### src/rtl/core/hgt_pkg.sv
package hgt_pkg;

   // tile geometry
   localparam int MAX_COLUMNS = 4096;
   localparam int ROW_LIMIT   = 4096;
   localparam int COL_BITS    = $clog2(MAX_COLUMNS);
   localparam int ROW_BITS    = $clog2(ROW_LIMIT);
   localparam int INDEX_BITS  = 24;
   localparam int SIZE_BITS   = 13;
   localparam int ELEV_BITS   = 32;

   // register file
   localparam int CSR_INDEX_BITS = 2;
   localparam int CSR_DATA_BITS  = 32;
   localparam logic [CSR_INDEX_BITS-1:0] CSR_GRID_COLUMNS  = 2'd0;
   localparam logic [CSR_INDEX_BITS-1:0] CSR_GRID_ROWS     = 2'd1;
   localparam logic [CSR_INDEX_BITS-1:0] CSR_NODATA_ENABLE = 2'd2;
   localparam logic [CSR_INDEX_BITS-1:0] CSR_NODATA_VALUE  = 2'd3;

   typedef logic [INDEX_BITS-1:0] idx_type;
   typedef logic [ELEV_BITS-1:0]  elev_type;

   // both triangles of one grid cell, handed to the output stage
   typedef struct packed {
      idx_type left;
      idx_type up;
      idx_type up_left;
      idx_type here;
      logic    frozen;
      logic    keep_lo;
      logic    keep_hi;
   } tri_pair_type;

   // single-precision equality: nan never matches, +0 matches -0
   function automatic logic float_match(input elev_type a, input elev_type b);
      logic nan_a;
      logic nan_b;
      logic both_zero;
      nan_a     = a[ELEV_BITS-2:0] > 31'h7F80_0000;
      nan_b     = b[ELEV_BITS-2:0] > 31'h7F80_0000;
      both_zero = (a[ELEV_BITS-2:0] | b[ELEV_BITS-2:0]) == '0;
      return !nan_a && !nan_b && (both_zero || (a == b));
   endfunction

endpackage

### src/rtl/core/hgt_tri_out.sv
module hgt_tri_out (
   input  logic                 clock,
   input  logic                 reset,
   input  logic                 load_valid,
   output logic                 load_ready,
   input  hgt_pkg::tri_pair_type pair,
   output logic                 rsp_valid,
   input  logic                 rsp_ready,
   output hgt_pkg::idx_type     rsp_corner_a,
   output hgt_pkg::idx_type     rsp_corner_b,
   output hgt_pkg::idx_type     rsp_corner_c,
   output logic                 rsp_frozen,
   output logic                 rsp_second_half,
   output logic                 rsp_last
);
   import hgt_pkg::*;

   tri_pair_type pair_ff;
   logic         lo_ff;
   logic         hi_ff;
   logic         lo_in;
   logic         hi_in;
   logic         beat;

   assign rsp_valid  = lo_ff | hi_ff;
   assign beat       = rsp_valid & rsp_ready;
   // free now, or the beat going out is the last one of the pair
   assign load_ready = !rsp_valid || (rsp_ready && !(lo_ff && hi_ff));

   always_comb begin
      lo_in = lo_ff;
      hi_in = hi_ff;
      if (load_valid && load_ready) begin
         lo_in = pair.keep_lo;
         hi_in = pair.keep_hi;
      end else if (beat) begin
         if (lo_ff) begin
            lo_in = 1'b0;
         end else begin
            hi_in = 1'b0;
         end
      end
   end

   always_ff @(posedge clock) begin
      if (reset) begin
         lo_ff <= 1'b0;
         hi_ff <= 1'b0;
      end else begin
         lo_ff <= lo_in;
         hi_ff <= hi_in;
      end
   end

   always_ff @(posedge clock) begin
      if (load_valid && load_ready) begin
         pair_ff <= pair;
      end
   end

   // lower-left goes first when kept
   assign rsp_corner_a    = pair_ff.left;
   assign rsp_corner_b    = lo_ff ? pair_ff.up      : pair_ff.here;
   assign rsp_corner_c    = lo_ff ? pair_ff.up_left : pair_ff.up;
   assign rsp_frozen      = pair_ff.frozen;
   assign rsp_second_half = !lo_ff;
   assign rsp_last        = !(lo_ff && hi_ff);

endmodule

### config.mk
export PLATFORM = sky130hd
export DESIGN_NAME = hgt_tri_out
export DESIGN_NICKNAME = d
export VERILOG_FILES = /design/src/rtl/core/hgt_pkg.sv /design/src/rtl/core/hgt_tri_out.sv
export SDC_FILE = /design/constraint.sdc
export NUM_CORES = 1
export LEC_CHECK = 0
export ABC_AREA = 1
export BUFFER_PORTS_ARGS = -buffer_cell sky130_fd_sc_hd__buf_2
export CAP_MARGIN = 40
export CORE_MARGIN = 8
export CORE_UTILIZATION = 46
export CTS_CLUSTER_SIZE = 16
export DETAILED_ROUTE_END_ITERATION = 6
export PLACE_DENSITY = 0.89
export SLEW_MARGIN = 40
export SYNTH_ARGS = -nofsm -noshare
export SYNTH_HDL_FRONTEND = slang
export SYNTH_SLANG_ARGS = --single-unit
### constraint.sdc
create_clock -name clock -period 11.7 [get_ports clock]
set_clock_uncertainty 0.2 [all_clocks]
set_input_delay 1.17 -clock clock [delete_from_list [all_inputs] [get_ports clock]]
set_output_delay 1.17 -clock clock [all_outputs]
set_load 0.005 [all_outputs]
==> metrics.cfg <==
[global_routing]
grt-ovfl-total = 0
grt_max_degree = 98
track_usage_pct = 14.4
grt_pass1_wl_mm = 12.8
grt_pass1_vias = 2607
antenna_found_initial = 1

[cells_and_area]
final_cell_count_no_fill = 554
final.fill_count = 690
antenna_cells = 0
postLayoutCellArea_um2 = 4790
syn_to_final_growth_pct = 25.6
layout-drive-gt1-share_pct = 44.5
fin_nets = 547

[timing]
period_needed_ps = 3250
worst_pin_slew_ps = 740
timing.fmax_mhz = 308
slew_viol_final = 0
rsz0062_at_grt = false
tns_ps = 0
hold_viol_final = 0
post-route-period-util_pct = 27.8
setup_viol = 0
relSlewSlack_pct = 50.7

[setup_path]
critPathMaxFanout = 52
cp_slowest_cell = buf_4
r2r_slack_ps = 9070
path_cells = buf_4 > inv_4 > nand2_2 > nand2_2 > buf_2
cp.arrival_ps = 1880
cpPeakStageDelay_ps = 430
critPathKind = register to output pin
end_kind = output pin
cp.required_ps = 10330
cp_common_cell = nand2_2
start_kind = register

[floorplanning]
die_x_um = 107
dieArea_um2 = 11500
core_area_um2 = 8130
initial_core_util_pct = 46.9
io_pins = 180
die-height_um = 107
rows = 33

[yosys]
synth_cell_type_count = 14
ys_seq_area_share_pct = 77.4
ys_ff_latch = 99
postSynthAreaPerCell_um2 = 13.3
synth_area_um2 = 3810
netlist_instances = 287
ys_warn_count = 0
syn_nets = 390

[detailed_routing]
ant_nets = 0
first_iter_violations = 102
drc = 0
via_per_inst = 4.62
wl_mm = 8.62
vias = 2559
drt-pass1-iter-count = 4
wire_per_inst_um = 15.6

[pwr]
p_leak_nw = 2.18
vdd_drop_max_uv = 82.7
power_density_nw_per_um2 = 143

[run_status]
status = finished, final reports clean

[cts]
cts_sinks = 99
insertion_delay_ps = 330
cts-root-buf = clkbuf_8
clock_path_buffers = 2
tritoncts = yes
cts_resized = 0
cts_inserted_buffers = 9
cts_max_level = 3
path_clk_slew_ps = 80
cts_setup_buffers = 0
hold_buffers = 0

[place]
place_congestion = 0.740
io_buffers = 179
placed_cell_area_um2 = 4620
dp_hpwl_mm = 6.44
post-place-cells = 538

[min_path]
hold_class = register to register

[job]
drv_cap = 0

-- cell usage in the layout (no fill, tap or decap) --
master      instances
inv_4               1
nand3_1             2
a21boi_4            1
a21oi_1             2
clkbuf_1            1
o21ai_1             1
nand2_2             3
clkinvlp_4          1
clkinv_1            2
dfxtp_2             1
clkinv_4            2
dfxtp_1             1
inv_6               1
inv_1               7
buf_4               1
edfxtp_1           97
o21ai_0            10
clkbuf_8           10
nand2_1           126
buf_2             179
-- final timing paths --
| path | from | to | cells after the start |
|---|---|---|---|
| max reg2reg | lo_ff | rsp_corner_a[13] | 5 |
| min | hi_ff | hi_ff | 2 |
| min reg2reg | hi_ff | hi_ff | 2 |
| max | lo_ff | load_ready | 5 |
-- worst max-delay path: cells and delay by family (launching register included) --
family,cells,cell delay (ps)
simple gates,2,310
flops,1,320
buf+inv,3,870
-- cell families (layout without fill, tap and decap cells) --
group / after synthesis / in the layout / synth area share (%)
buf+inv: 43 / 205 / 7.51
simple gates: 131 / 131 / 13.2
flops: 99 / 99 / 77.4
compound gates: 14 / 14 / 1.90
-- power by group --
group	leakage (nW)	internal, mW	switching (mW)
combinational	1.14	0.0340	0.0419
clock	0.0819	0.0775	0.110
sequential	0.956	0.417	0.00668
-- per-layer routing --
layer / part of all wire, % / GRT usage (%) / vias up / routed length [um]
li1: - / - / 1252 / -
met1: 38 / 15.2 / 1176 / 3270
met2: 51 / 24.3 / 117 / 4410
met3: 9.2 / 6.30 / 12 / 793
met4: 1.5 / 6.53 / 2 / 130
met5: 0.13 / 0 / - / 11
-- through the flow --
step           hold slack [ps]  setup WS (ps)  utilization [%]  total power, mW
3_5_place_dp               301           8710             56.8            0.509
5_1_grt                    383           8290             58.9            0.718
2_1_floorplan              277           2590                -            0.474
4_1_cts                    313           8430             58.9            0.696
6_report                   314           8450             58.9            0.687
3_3_place_gp               290           8730             56.7            0.505
-- synthesized netlist by cell type --
cell type	count	area [um^2]
nand3_1	2	10.0
nand2_1	126	473
inv_4	1	6.26
inv_1	7	26.3
buf_4	24	180
a21oi_1	2	10.0
edfxtp_1	97	2910
a21boi_0	1	7.51
dfxtp_1	2	40.0
nand2_2	3	18.8
o21ai_0	10	50.1
buf_6	3	33.8
o21ai_1	1	5.00
buf_2	8	40.0
-- registers in the layout, indices dropped and copies added, names as in the netlist --
signal and flops:
pair_ff 72, rsp_corner_a 24, hi_ff 1, lo_ff 1, rsp_frozen 1
-- cell type report --
class / instances / area, um^2 / share of cell area (%)
Clock buffer: 10 / 128 / 2.66
Timing Repair Buffer: 181 / 917 / 19.1
Sequential cell: 99 / 2950 / 61.7
Inverter: 8 / 32.5 / 0.679
Multi-Input combinational cell: 145 / 586 / 12.2
Clock inverter: 6 / 41.3 / 0.862
Tap cell: 105 / 131 / 2.74
No activity file was read; power rests on OpenSTA's default activity.
